**src/hw/rtl/bsst_pkg.sv**
```systemverilog
// Shared constants and controller/datapath interface types for the span tracker.
`timescale 1ns / 1ps

package bsst_pkg;

  localparam int MAX_ENTRIES = 64;
  localparam int IDX_W       = $clog2(MAX_ENTRIES);
  localparam int CNT_W       = 7;
  localparam int VAL_W       = 32;
  localparam int GAP_W       = VAL_W + 1;
  localparam int OUT_DATA_W  = 80;

  // Commands from the controller, at most one per cycle
  typedef struct packed {
    logic load;    // capture an input beat
    logic rd;      // read the entry just below the hole
    logic cmp;     // compare read entry, shift it up or stop
    logic merge;   // fold the upper neighbor gap into the minimum
    logic place;   // write the value into the hole, update count, gap minimum and extremes
    logic report;  // load the output register
  } bsst_cmd_t;

  // Status back to the controller
  typedef struct packed {
    logic room;      // store below effective capacity
    logic empty;     // nothing held yet
    logic greater;   // read entry is above the new value
    logic idx_one;   // hole sits at index 1
    logic out_free;  // output register can take a result
  } bsst_sts_t;

endpackage

```
**src/hw/rtl/bsst_ctrl.sv**
```systemverilog
// Controller state machine for the insertion walk of the span tracker.
`timescale 1ns / 1ps

module bsst_ctrl
  import bsst_pkg::*;
(
  input  logic      clk,
  input  logic      rst,
  input  logic      in_valid,
  output logic      in_ready,
  input  bsst_sts_t sts,
  output bsst_cmd_t cmd
);

  typedef enum logic [2:0] {
    ST_IDLE,
    ST_RD,
    ST_CMP,
    ST_MERGE,
    ST_PLACE,
    ST_REPORT
  } state_t;

  state_t state;
  state_t state_next;

  // Command decode and next state
  always_comb begin
    cmd        = '0;
    state_next = state;
    in_ready   = (state == ST_IDLE);
    case (state)
      ST_IDLE: begin
        if (in_valid) begin
          cmd.load = 1'b1;
          if (!sts.room) begin
            state_next = ST_REPORT;
          end else if (sts.empty) begin
            state_next = ST_MERGE;
          end else begin
            state_next = ST_RD;
          end
        end
      end
      ST_RD: begin
        cmd.rd     = 1'b1;
        state_next = ST_CMP;
      end
      ST_CMP: begin
        cmd.cmp = 1'b1;
        if (sts.greater && !sts.idx_one) begin
          state_next = ST_RD;
        end else begin
          state_next = ST_MERGE;
        end
      end
      ST_MERGE: begin
        cmd.merge  = 1'b1;
        state_next = ST_PLACE;
      end
      ST_PLACE: begin
        cmd.place  = 1'b1;
        state_next = ST_REPORT;
      end
      ST_REPORT: begin
        if (sts.out_free) begin
          cmd.report = 1'b1;
          state_next = ST_IDLE;
        end
      end
      default: begin
        state_next = ST_IDLE;
      end
    endcase
  end

  // State register
  always_ff @(posedge clk) begin
    if (rst) begin
      state <= ST_IDLE;
    end else begin
      state <= state_next;
    end
  end

endmodule

```
**src/hw/rtl/bsst_dpath.sv**
```systemverilog
// Datapath: sorted store, running gap minimum, extremes and output register.
`timescale 1ns / 1ps

module bsst_dpath
  import bsst_pkg::*;
(
  input  logic                  clk,
  input  logic                  rst,
  input  bsst_cmd_t             cmd,
  output bsst_sts_t             sts,
  input  logic [VAL_W-1:0]      in_value,
  input  logic                  in_last,
  input  logic                  cfg_we,
  input  logic [CNT_W-1:0]      cfg_capacity,
  output logic                  out_valid,
  input  logic                  out_ready,
  output logic [OUT_DATA_W-1:0] out_data,
  output logic                  out_last
);

  localparam logic [CNT_W-1:0] MaxCount = CNT_W'(MAX_ENTRIES);

  // Sorted store, ascending from index 0
  logic [VAL_W-1:0] mem [MAX_ENTRIES];

  logic [CNT_W-1:0]        capacity;
  logic [CNT_W-1:0]        count;
  logic [CNT_W-1:0]        idx;      // current hole in the store
  logic signed [VAL_W-1:0] val;
  logic                    last;
  logic                    acc;
  logic signed [VAL_W-1:0] rd_data;
  logic                    have_hi;
  logic                    have_lo;
  logic [VAL_W-1:0]        hi_gap;
  logic [VAL_W-1:0]        lo_gap;
  logic [GAP_W-1:0]        gap;
  logic signed [VAL_W-1:0] smallest;
  logic signed [VAL_W-1:0] largest;

  logic [IDX_W-1:0] rd_addr;
  logic [IDX_W-1:0] wr_addr;
  logic [VAL_W-1:0] wr_data;
  logic             we;
  logic             greater;
  logic [GAP_W-1:0] diff_up;
  logic [GAP_W-1:0] diff_dn;
  logic             span_ok;
  logic [VAL_W-1:0] span_long;

  // Status
  assign greater      = rd_data > val;
  assign sts.room     = (count < capacity) && (count < MaxCount);
  assign sts.empty    = (count == '0);
  assign sts.greater  = greater;
  assign sts.idx_one  = (idx == CNT_W'(1));
  assign sts.out_free = !out_valid || out_ready;

  // Exact differences; both fit in 32 unsigned bits
  assign diff_up = {rd_data[VAL_W-1], rd_data} - {val[VAL_W-1], val};
  assign diff_dn = {val[VAL_W-1], val} - {rd_data[VAL_W-1], rd_data};

  // Store port: shifted entry during the walk, new value on place
  assign rd_addr = IDX_W'(idx - CNT_W'(1));
  assign wr_addr = idx[IDX_W-1:0];
  assign we      = (cmd.cmp && greater) || cmd.place;
  assign wr_data = cmd.place ? val : rd_data;

  always_ff @(posedge clk) begin
    if (we) begin
      mem[wr_addr] <= wr_data;
    end
    if (cmd.rd) begin
      rd_data <= mem[rd_addr];
    end
  end

  // Capacity register
  always_ff @(posedge clk) begin
    if (rst) begin
      capacity <= '0;
    end else if (cfg_we) begin
      capacity <= cfg_capacity;
    end
  end

  // Item capture and insertion walk
  always_ff @(posedge clk) begin
    if (cmd.load) begin
      val     <= in_value;
      last    <= in_last;
      acc     <= sts.room;
      idx     <= count;
      have_hi <= 1'b0;
      have_lo <= 1'b0;
    end
    if (cmd.cmp) begin
      if (greater) begin
        idx     <= idx - CNT_W'(1);
        have_hi <= 1'b1;
        hi_gap  <= diff_up[VAL_W-1:0];
      end else begin
        have_lo <= 1'b1;
        lo_gap  <= diff_dn[VAL_W-1:0];
      end
    end
  end

  // Set statistics
  always_ff @(posedge clk) begin
    if (rst) begin
      count    <= '0;
      gap      <= '1;
      smallest <= '0;
      largest  <= '0;
    end else begin
      if (cmd.merge && have_hi && ({1'b0, hi_gap} < gap)) begin
        gap <= {1'b0, hi_gap};
      end
      if (cmd.place) begin
        count <= count + CNT_W'(1);
        if (have_lo && ({1'b0, lo_gap} < gap)) begin
          gap <= {1'b0, lo_gap};
        end
        if (sts.empty || (val < smallest)) begin
          smallest <= val;
        end
        if (sts.empty || (val >= largest)) begin
          largest <= val;
        end
      end
    end
  end

  // Result fields
  assign span_ok   = (count >= CNT_W'(2));
  assign span_long = VAL_W'(largest - smallest);

  // Output register
  always_ff @(posedge clk) begin
    if (rst) begin
      out_valid <= 1'b0;
    end else if (cmd.report) begin
      out_valid <= 1'b1;
    end else if (out_ready) begin
      out_valid <= 1'b0;
    end
  end

  always_ff @(posedge clk) begin
    if (cmd.report) begin
      out_data <= {6'b0, count,
                   span_ok ? span_long : '0,
                   span_ok ? gap[VAL_W-1:0] : '0,
                   span_ok, !acc, acc};
      out_last <= last;
    end
  end

endmodule

```
**src/hw/rtl/bounded_set_span_tracker.sv**
```systemverilog
// Top level of the bounded sorted-set span tracker.
//
//  channel   dir  handshake                    payload
//  s_axis    in   s_axis_tvalid/s_axis_tready  tdata: value; tlast: last_in_batch
//  m_axis    out  m_axis_tvalid/m_axis_tready  tdata: result fields; tlast: batch_done
//  cfg       in   cfg_valid/cfg_ready          cfg_data: capacity
//
// One item at a time. An accepted beat runs a read and a compare step per compare, then merge,
// place and report steps, before its result can be taken; compares are one per held entry above
// the value, plus one for the entry just below it when there is one (at most 63 compares with
// 63 held); the walk reads one store entry per compare through the store's read port. A rejected
// item goes from its beat straight to the report step.
// Reset clears count, gap minimum, extremes and capacity; the store needs no
// clearing pass. A stalled result holds the block in its report step.
`timescale 1ns / 1ps

module bounded_set_span_tracker
  import bsst_pkg::*;
(
  input  logic                  clk,
  input  logic                  rst,
  input  logic                  s_axis_tvalid,
  output logic                  s_axis_tready,
  input  logic [VAL_W-1:0]      s_axis_tdata,   // [31:0] value
  input  logic                  s_axis_tlast,
  output logic                  m_axis_tvalid,
  input  logic                  m_axis_tready,
  // [0] accepted, [1] full_error, [2] span_valid, [34:3] shortest_span,
  // [66:35] longest_span, [73:67] held_count, [79:74] zero
  output logic [OUT_DATA_W-1:0] m_axis_tdata,
  output logic                  m_axis_tlast,
  input  logic                  cfg_valid,
  output logic                  cfg_ready,
  input  logic [CNT_W-1:0]      cfg_data
);

  bsst_cmd_t cmd;
  bsst_sts_t sts;

  assign cfg_ready = 1'b1;

  bsst_ctrl u_ctrl (
    .clk      (clk),
    .rst      (rst),
    .in_valid (s_axis_tvalid),
    .in_ready (s_axis_tready),
    .sts      (sts),
    .cmd      (cmd)
  );

  bsst_dpath u_dpath (
    .clk          (clk),
    .rst          (rst),
    .cmd          (cmd),
    .sts          (sts),
    .in_value     (s_axis_tdata),
    .in_last      (s_axis_tlast),
    .cfg_we       (cfg_valid && cfg_ready),
    .cfg_capacity (cfg_data),
    .out_valid    (m_axis_tvalid),
    .out_ready    (m_axis_tready),
    .out_data     (m_axis_tdata),
    .out_last     (m_axis_tlast)
  );

  // Controller never issues two commands at once
  a_cmd_onehot: assert property (@(posedge clk) disable iff (rst)
    $onehot0(cmd))
    else $error("multiple datapath commands");

  // A taken beat makes the block busy the next cycle
  a_busy_after_beat: assert property (@(posedge clk) disable iff (rst)
    (s_axis_tvalid && s_axis_tready) |=> !s_axis_tready)
    else $error("input taken while an item is in work");

  // Exactly one of accepted and full_error in every result
  a_acc_xor_full: assert property (@(posedge clk) disable iff (rst)
    m_axis_tvalid |-> (m_axis_tdata[0] != m_axis_tdata[1]))
    else $error("accepted and full_error disagree");

  // Held count never passes the store depth
  a_count_bound: assert property (@(posedge clk) disable iff (rst)
    m_axis_tvalid |-> (m_axis_tdata[73:67] <= CNT_W'(MAX_ENTRIES)))
    else $error("held count beyond store depth");

endmodule
```
**config.mk**
```make
export PLATFORM = sky130hd
export DESIGN_NAME = bounded_set_span_tracker
export DESIGN_NICKNAME = d
export VERILOG_FILES = /design/src/hw/rtl/bsst_pkg.sv /design/src/hw/rtl/bsst_ctrl.sv /design/src/hw/rtl/bsst_dpath.sv /design/src/hw/rtl/bounded_set_span_tracker.sv
export SDC_FILE = /design/constraint.sdc
export NUM_CORES = 2
export LEC_CHECK = 0
export ABC_AREA = 1
export BUFFER_PORTS_ARGS = -buffer_cell sky130_fd_sc_hd__buf_2
export CORE_UTILIZATION = 45
export CTS_CLUSTER_SIZE = 25
export DETAILED_ROUTE_END_ITERATION = 6
export PLACE_DENSITY = 0.56
export SYNTH_ARGS = -nofsm -noshare
export SYNTH_HDL_FRONTEND = slang
export SYNTH_SLANG_ARGS = --single-unit
```
**constraint.sdc**
```tcl
create_clock -name clk -period 5.8 [get_ports clk]
set_input_delay 1.16 -clock clk [delete_from_list [all_inputs] [get_ports clk]]
set_output_delay 1.16 -clock clk [all_outputs]
set_load 0.02 [all_outputs]
```
## Yosys cells after proc, flatten, opt, wreduce, memory -nomap -nowiden

Memories as Yosys holds them, arrays and structs flattened. A register that Yosys moved wholly into a read port is not among the register bits.
Index checks and enable logic that the tools add are counted.

| operators by class | value |
|---|---|
| add/subtract/negate cells | 5 |
| magnitude comparators | 8 |
| equality and inequality tests | 8 |
| muxes and demuxes | 31 |
| bitwise logic cells | 1 |
| reductions and logical operators | 21 |

Operators with widths:

| kind | number |
|---|---|
| two-way mux 33 bit | 3 |
| subtractor 32 bit | 3 |
| < comparator 32 x 33 -> 1 bit | 2 |
| >= comparator 32 bit | 1 |
| greater-than comparator 32 bit | 1 |
| < comparator 32 bit | 1 |
| two-way mux 32 bit | 1 |
| two-way mux 7 bit | 3 |
| two-way mux 1 bit | 18 |
| one-hot mux 3 bit (6 select lines) | 1 |
| AND reduction 2 bit | 5 |
| two-way mux 3 bit | 3 |
| adder 7 x 1 -> 7 bit, second input constant | 1 |
| equality test 7 x 1 -> 1 bit, second input constant | 1 |
| >= comparator 7 x 2 -> 1 bit, second input constant | 1 |
| logical NOT 7 bit | 1 |
| < comparator 7 bit | 1 |
| < comparator 7 bit, second input constant | 1 |
| subtractor 7 x 1 -> 7 bit, second input constant | 1 |
| equality test 3 x 2 -> 1 bit, second input constant | 2 |
| equality test 3 bit, second input constant | 2 |
| logical AND 1 bit | 6 |
| logical OR 1 bit | 4 |
| two-way mux 2 bit | 2 |
| 6 further kinds | 9 |

| storage, ports and cells | value |
|---|---|
| register bits after elaboration | 297 |
| memory bits (writable) | 2048 |
| bits of input ports | 45 |
| output and inout port bits | 84 |
| memories kept | 1 |

Memory list:

| name | words | bits a word | read ports | clocked after memory_dff | write ports | line | source |
|---|---|---|---|---|---|---|---|
| u_dpath.mem | 64 | 32 | 1 | 1 | 1 | bsst_dpath.sv:24 | `logic [VAL_W-1:0] mem [MAX_ENTRIES];` |

## Logic depth before layout (Yosys ltp)

| depth | value |
|---|---|
| depth in word-level cells | 7 |
| depth in mapped cells | 18 |

## Hierarchy

From an unflattened synthesis, not the netlist that was laid out.

| unflattened totals | value |
|---|---|
| cells, all modules | 8679 |
| area, all modules | 101623.7 µm² |

By module, submodules not included:

| module | times used | cells an instance | area an instance (µm²) | seq. area each (µm²) |
|---|---|---|---|---|
| bsst_dpath | 1 | 8634 | 101371.0 | 70077.2 |
| bsst_ctrl | 1 | 43 | 241.5 | 60.1 |
| bounded_set_span_tracker | 1 | 2 | 11.3 | 0.0 |

## Worst setup path before layout

Ideal clock, no wire load.

| path | value |
|---|---|
| path kind | input-to-reg |
| start | input port m_axis_tready |
| end | register u_dpath.out_data[0] (enable) |
| library setup time | 0.509 ns |
| arrival time | 4.329 ns |
| data required time | 5.291 ns |
| setup slack | 0.962 ns |
| stages | 2 |
| path buffers | 0 |
| cells stage by stage | nor2_1 -> nor2_1 |

RTL lines:

| element | line | source |
|---|---|---|
| start: declaration | bounded_set_span_tracker.sv:27 | `input logic m_axis_tready,` |
| end signal: assignment | bsst_dpath.sv:152 | `out_data <= {6'b0, count,` |
| end: declaration | bsst_dpath.sv:17 | `output logic [OUT_DATA_W-1:0] out_data,` |

## Worst setup path in the final report

| path | value |
|---|---|
| start | register u_dpath.rd_data[0] (read register of u_dpath.mem) |
| end | memory u_dpath.mem[27][15] (enable) |

| on the way | value |
|---|---|
| longest elaborated chain between the ends | 5 |

Ends and longest elaborated chain:

| element | line | source |
|---|---|---|
| start: declaration | bsst_dpath.sv:32 | `logic signed [VAL_W-1:0] rd_data;` |
| greater-than comparator 32 bit | bsst_dpath.sv:52 | `assign greater = rd_data > val;` |
| logical AND 1 bit | bsst_dpath.sv:66 | `assign we = (cmd.cmp && greater) \|\| cmd.place;` |
| logical OR 1 bit | bsst_dpath.sv:66 |  |
| two-way mux 1 bit | bsst_dpath.sv:70 | `if (we) begin` |
| two-way mux 1 bit (not written as such) | bsst_dpath.sv:71 | `mem[wr_addr] <= wr_data;` |
| end: declaration | bsst_dpath.sv:24 |  |

Every way passes these cells.

==> summary.txt <==
=====================================================================================
Hold-fix buffer count after cts                                                     0
Root buf cell                                                            sky130_fd_sc_hd__clkbuf_16
Chip width                                                                     476 um
RSZ-0062 raised after global routing                                            false
Fraction of layout cells with a size suffix above 1                             9.32%
Overall die height                                                             476 um
Share of Yosys cell area claimed by the top area cell type                      66.9%
Post-route insts no fill                                                        11880
Area of the die                                                           227000 um^2
Cell area after synthesis                                                 101000 um^2
Ratio of final minimum period to clock period                                   78.2%
Total of flip-flops plus latches after synthesis                                 2377
GRT overflow                                                                        0
Setup Skew                                                                    73.4 ps
Cts repair resizes                                                                  0
Post-route ant nets                                                                 0
Number of warnings reported in the yosys synthesis log                              0
Global-route wire length before repair                                      469000 um
Maximum fanout along the worst path                                                21
Total count of hold-check failures in the final report                              0
Result of the run                                                           completed
CTS tree                                                                          yes
# clock sinks                                                                    2377
Boundary pin count                                                                129
Deepest level of the CTS H-tree                                                     5
GPL Wtd Cong                                                                    0.937
Count of routing violations after the opening detailed-route iteration           8362
Total negative slack for setup checks                                            0 ps
Class of the most critical hold timing path                                reg -> reg
Worst setup EP type                                                          register
Post-detailed-route DRC marker count                                                0
Max-slew headroom at the worst pin                                              13.5%
HPWL Detailed                                                               201000 um
Number of pins exceeding their max-slew limit in the final report                   0
Via count of the first global-routing pass                                      66610
Post-CTS setup repair buffer count                                                  0
Overall fraction of global-route tracks in use                                  28.4%
Count of unique library cells instantiated by Yosys                                53
Post-Syn Instances                                                               8652
Sequential share of the synthesized area                                        69.3%
Most frequent cell after synthesis                                       sky130_fd_sc_hd__edfxtp_1
Cell depth of the worst hold path                                                   0
WL per Instance                                                               27.3 um
Count of vias placed by the detailed router                                     70331
Critical Setup Path Class                                                  reg -> reg
Maximum Capacitance Violations                                                      0
Starting utilization of the core area                                           45.4%
Final core utilization                                                          51.4%
Maximum clock rate                                                            220 MHz
Number of flops mapped to enable cells by yosys                                  2253
Largest cells by area after synthesis                                    sky130_fd_sc_hd__edfxtp_1, sky130_fd_sc_hd__o21ai_0, sky130_fd_sc_hd__nor2_1, sky130_fd_sc_hd__o22ai_1, sky130_fd_sc_hd__ha_1
Pin slew with the least headroom to its limit                                 1300 ps
DP Cell Count                                                                   11400
Drt first pass iters                                                                6
Net count of the finished layout                                                 8981
Largest area contributor in the netlist                                  sky130_fd_sc_hd__edfxtp_1
Data arrival time of the critical path                                        5130 ps
Final Critical Period                                                         4540 ps
Syn_area_per_cell                                                           11.7 um^2
Worst-case clock buffer depth                                                       4
Critical Path Source Type                                                    register
Final WS setup                                                                1260 ps
Number of CTS-inserted buffers                                                    276
Worst-case reg-to-reg path depth                                                   15
Layout overhead on the synthesized area                                         13.2%
Worst path required time                                                      6390 ps
Async SR Flop Fraction                                                             0%
Primary FF master, synth                                                 sky130_fd_sc_hd__edfxtp_1
Clock transition at the registers of the reported paths                         60 ps
Input/output buffers                                                              121
Final setup fails                                                                   0
Top cell types by occurrence after synthesis                             sky130_fd_sc_hd__edfxtp_1, sky130_fd_sc_hd__nor2_1, sky130_fd_sc_hd__o21ai_0
Worst skew pair latency                                                        940 ps
Number of antenna violations at the first check in global routing                  18
Cell Rows                                                                         173
Per-cell via count in the routed design                                          5.92
DRT Wirelength                                                              325000 um
Placeable Area                                                            223000 um^2
Setup slack after placement                                                   1300 ps
Fill cell total of the finished layout                                          19359
Pin count of the biggest net entering global routing                              209
=====================================================================================
-- registers in the layout, indices dropped and copies added, names as in the netlist --
name / count
u_dpath.gap: 33
u_dpath.acc: 1
u_dpath.last: 1
u_dpath.val: 32
u_dpath.out_valid: 1
u_dpath.have_hi: 1
u_dpath.have_lo: 1
u_dpath.out_data: 74
u_dpath.idx: 7
u_dpath.rd_data: 32
u_dpath.hi_gap: 32
u_dpath.count: 7
u_dpath.largest: 32
u_dpath.mem: 2048
u_ctrl.state: 3
u_dpath.out_last: 1
u_dpath.lo_gap: 32
u_dpath.capacity: 7
u_dpath.smallest: 32
-- critical path, stage by stage, from the launching register on --
cell and delay (ps):
sky130_fd_sc_hd__edfxtp_1 360, sky130_fd_sc_hd__inv_1 90, sky130_fd_sc_hd__ha_1 250, sky130_fd_sc_hd__fa_1 450, sky130_fd_sc_hd__o21ai_1 350, sky130_fd_sc_hd__nand2_1 90
sky130_fd_sc_hd__nand2_1 110, sky130_fd_sc_hd__nand2_1 70, sky130_fd_sc_hd__nand2_1 140, sky130_fd_sc_hd__nand2_1 140, sky130_fd_sc_hd__nand3_2 120, sky130_fd_sc_hd__nand4_4 200
sky130_fd_sc_hd__nand2_4 300, sky130_fd_sc_hd__nand2_2 370, sky130_fd_sc_hd__nor2_4 830, sky130_fd_sc_hd__buf_4 300
-- path summary, 6_finish.rpt --
path	start	end	slack, ps
worst max-delay path	u_dpath.rd_data[0]$_DFFE_PP_	u_dpath.mem[27][15]$_DFFE_PP_	1260
worst min-delay path	u_dpath.last$_DFFE_PP_	u_dpath.out_last$_DFFE_PP_	440
worst max register to register	u_dpath.rd_data[0]$_DFFE_PP_	u_dpath.mem[27][15]$_DFFE_PP_	1260
worst min register to register	u_dpath.last$_DFFE_PP_	u_dpath.out_last$_DFFE_PP_	440
-- area by class of cell --
| type | instances | area, um^2 | share of cell area (%) |
|---|---|---|---|
| sequential | 2377 | 70100 | 61.3 |
| clock buffer | 342 | 7340 | 6.42 |
| tap | 2975 | 3720 | 3.25 |
| inverter | 355 | 1360 | 1.19 |
| antenna | 14 | 35.0 | 0.0306 |
| timing repair buffer | 322 | 2530 | 2.21 |
| multi-input combinational | 5371 | 28200 | 24.7 |
| clock inverter | 124 | 1120 | 0.980 |
-- cells in the final DEF, fill, tap and decap left out, types with 91 or more instances in the layout --
cell                        count
sky130_fd_sc_hd__edfxtp_1    2253
sky130_fd_sc_hd__nor2_1      1567
sky130_fd_sc_hd__o21ai_0     1381
sky130_fd_sc_hd__o22ai_1      629
sky130_fd_sc_hd__nand2_1      618
sky130_fd_sc_hd__inv_1        344
sky130_fd_sc_hd__a21oi_1      289
sky130_fd_sc_hd__clkbuf_16    284
sky130_fd_sc_hd__ha_1         229
sky130_fd_sc_hd__nand3_1      187
sky130_fd_sc_hd__buf_4        168
sky130_fd_sc_hd__dfxtp_1      123
sky130_fd_sc_hd__buf_2        121
sky130_fd_sc_hd__o21ai_1       91
-- metal layers --
metal / global-route usage [%] / part of all wire [%]
met5: 0 / 0
met4: 10.5 / 3.9
met3: 4.11 / 7.7
met2: 44.4 / 46
met1: 40.2 / 42
-- metrics by stage --
stage / area, um^2 / hold WS, ps
after floorplan: 101000 / 400
after global placement: 106000 / 411
after detailed placement: 106000 / 427
after CTS: 114000 / 391
after global routing: 114000 / 411
final: 114000 / 436
-- cells by family after synthesis --
| logic type | after synthesis | synth area share (%) |
|---|---|---|
| adders and majority gates | 233 | 2.90 |
| DFF | 2377 | 69.3 |
| and+or+nand+nor | 2553 | 9.99 |
| other | 2 | 0.00743 |
| buffers and inverters | 909 | 3.70 |
| xor gates and xnor gates | 66 | 0.594 |
| AOI/OAI and AO/OA | 2512 | 13.5 |
Power is left out: the tool's default activity adds up to more than one toggle a clock period on the data nets, which glitch-free logic cannot reach.
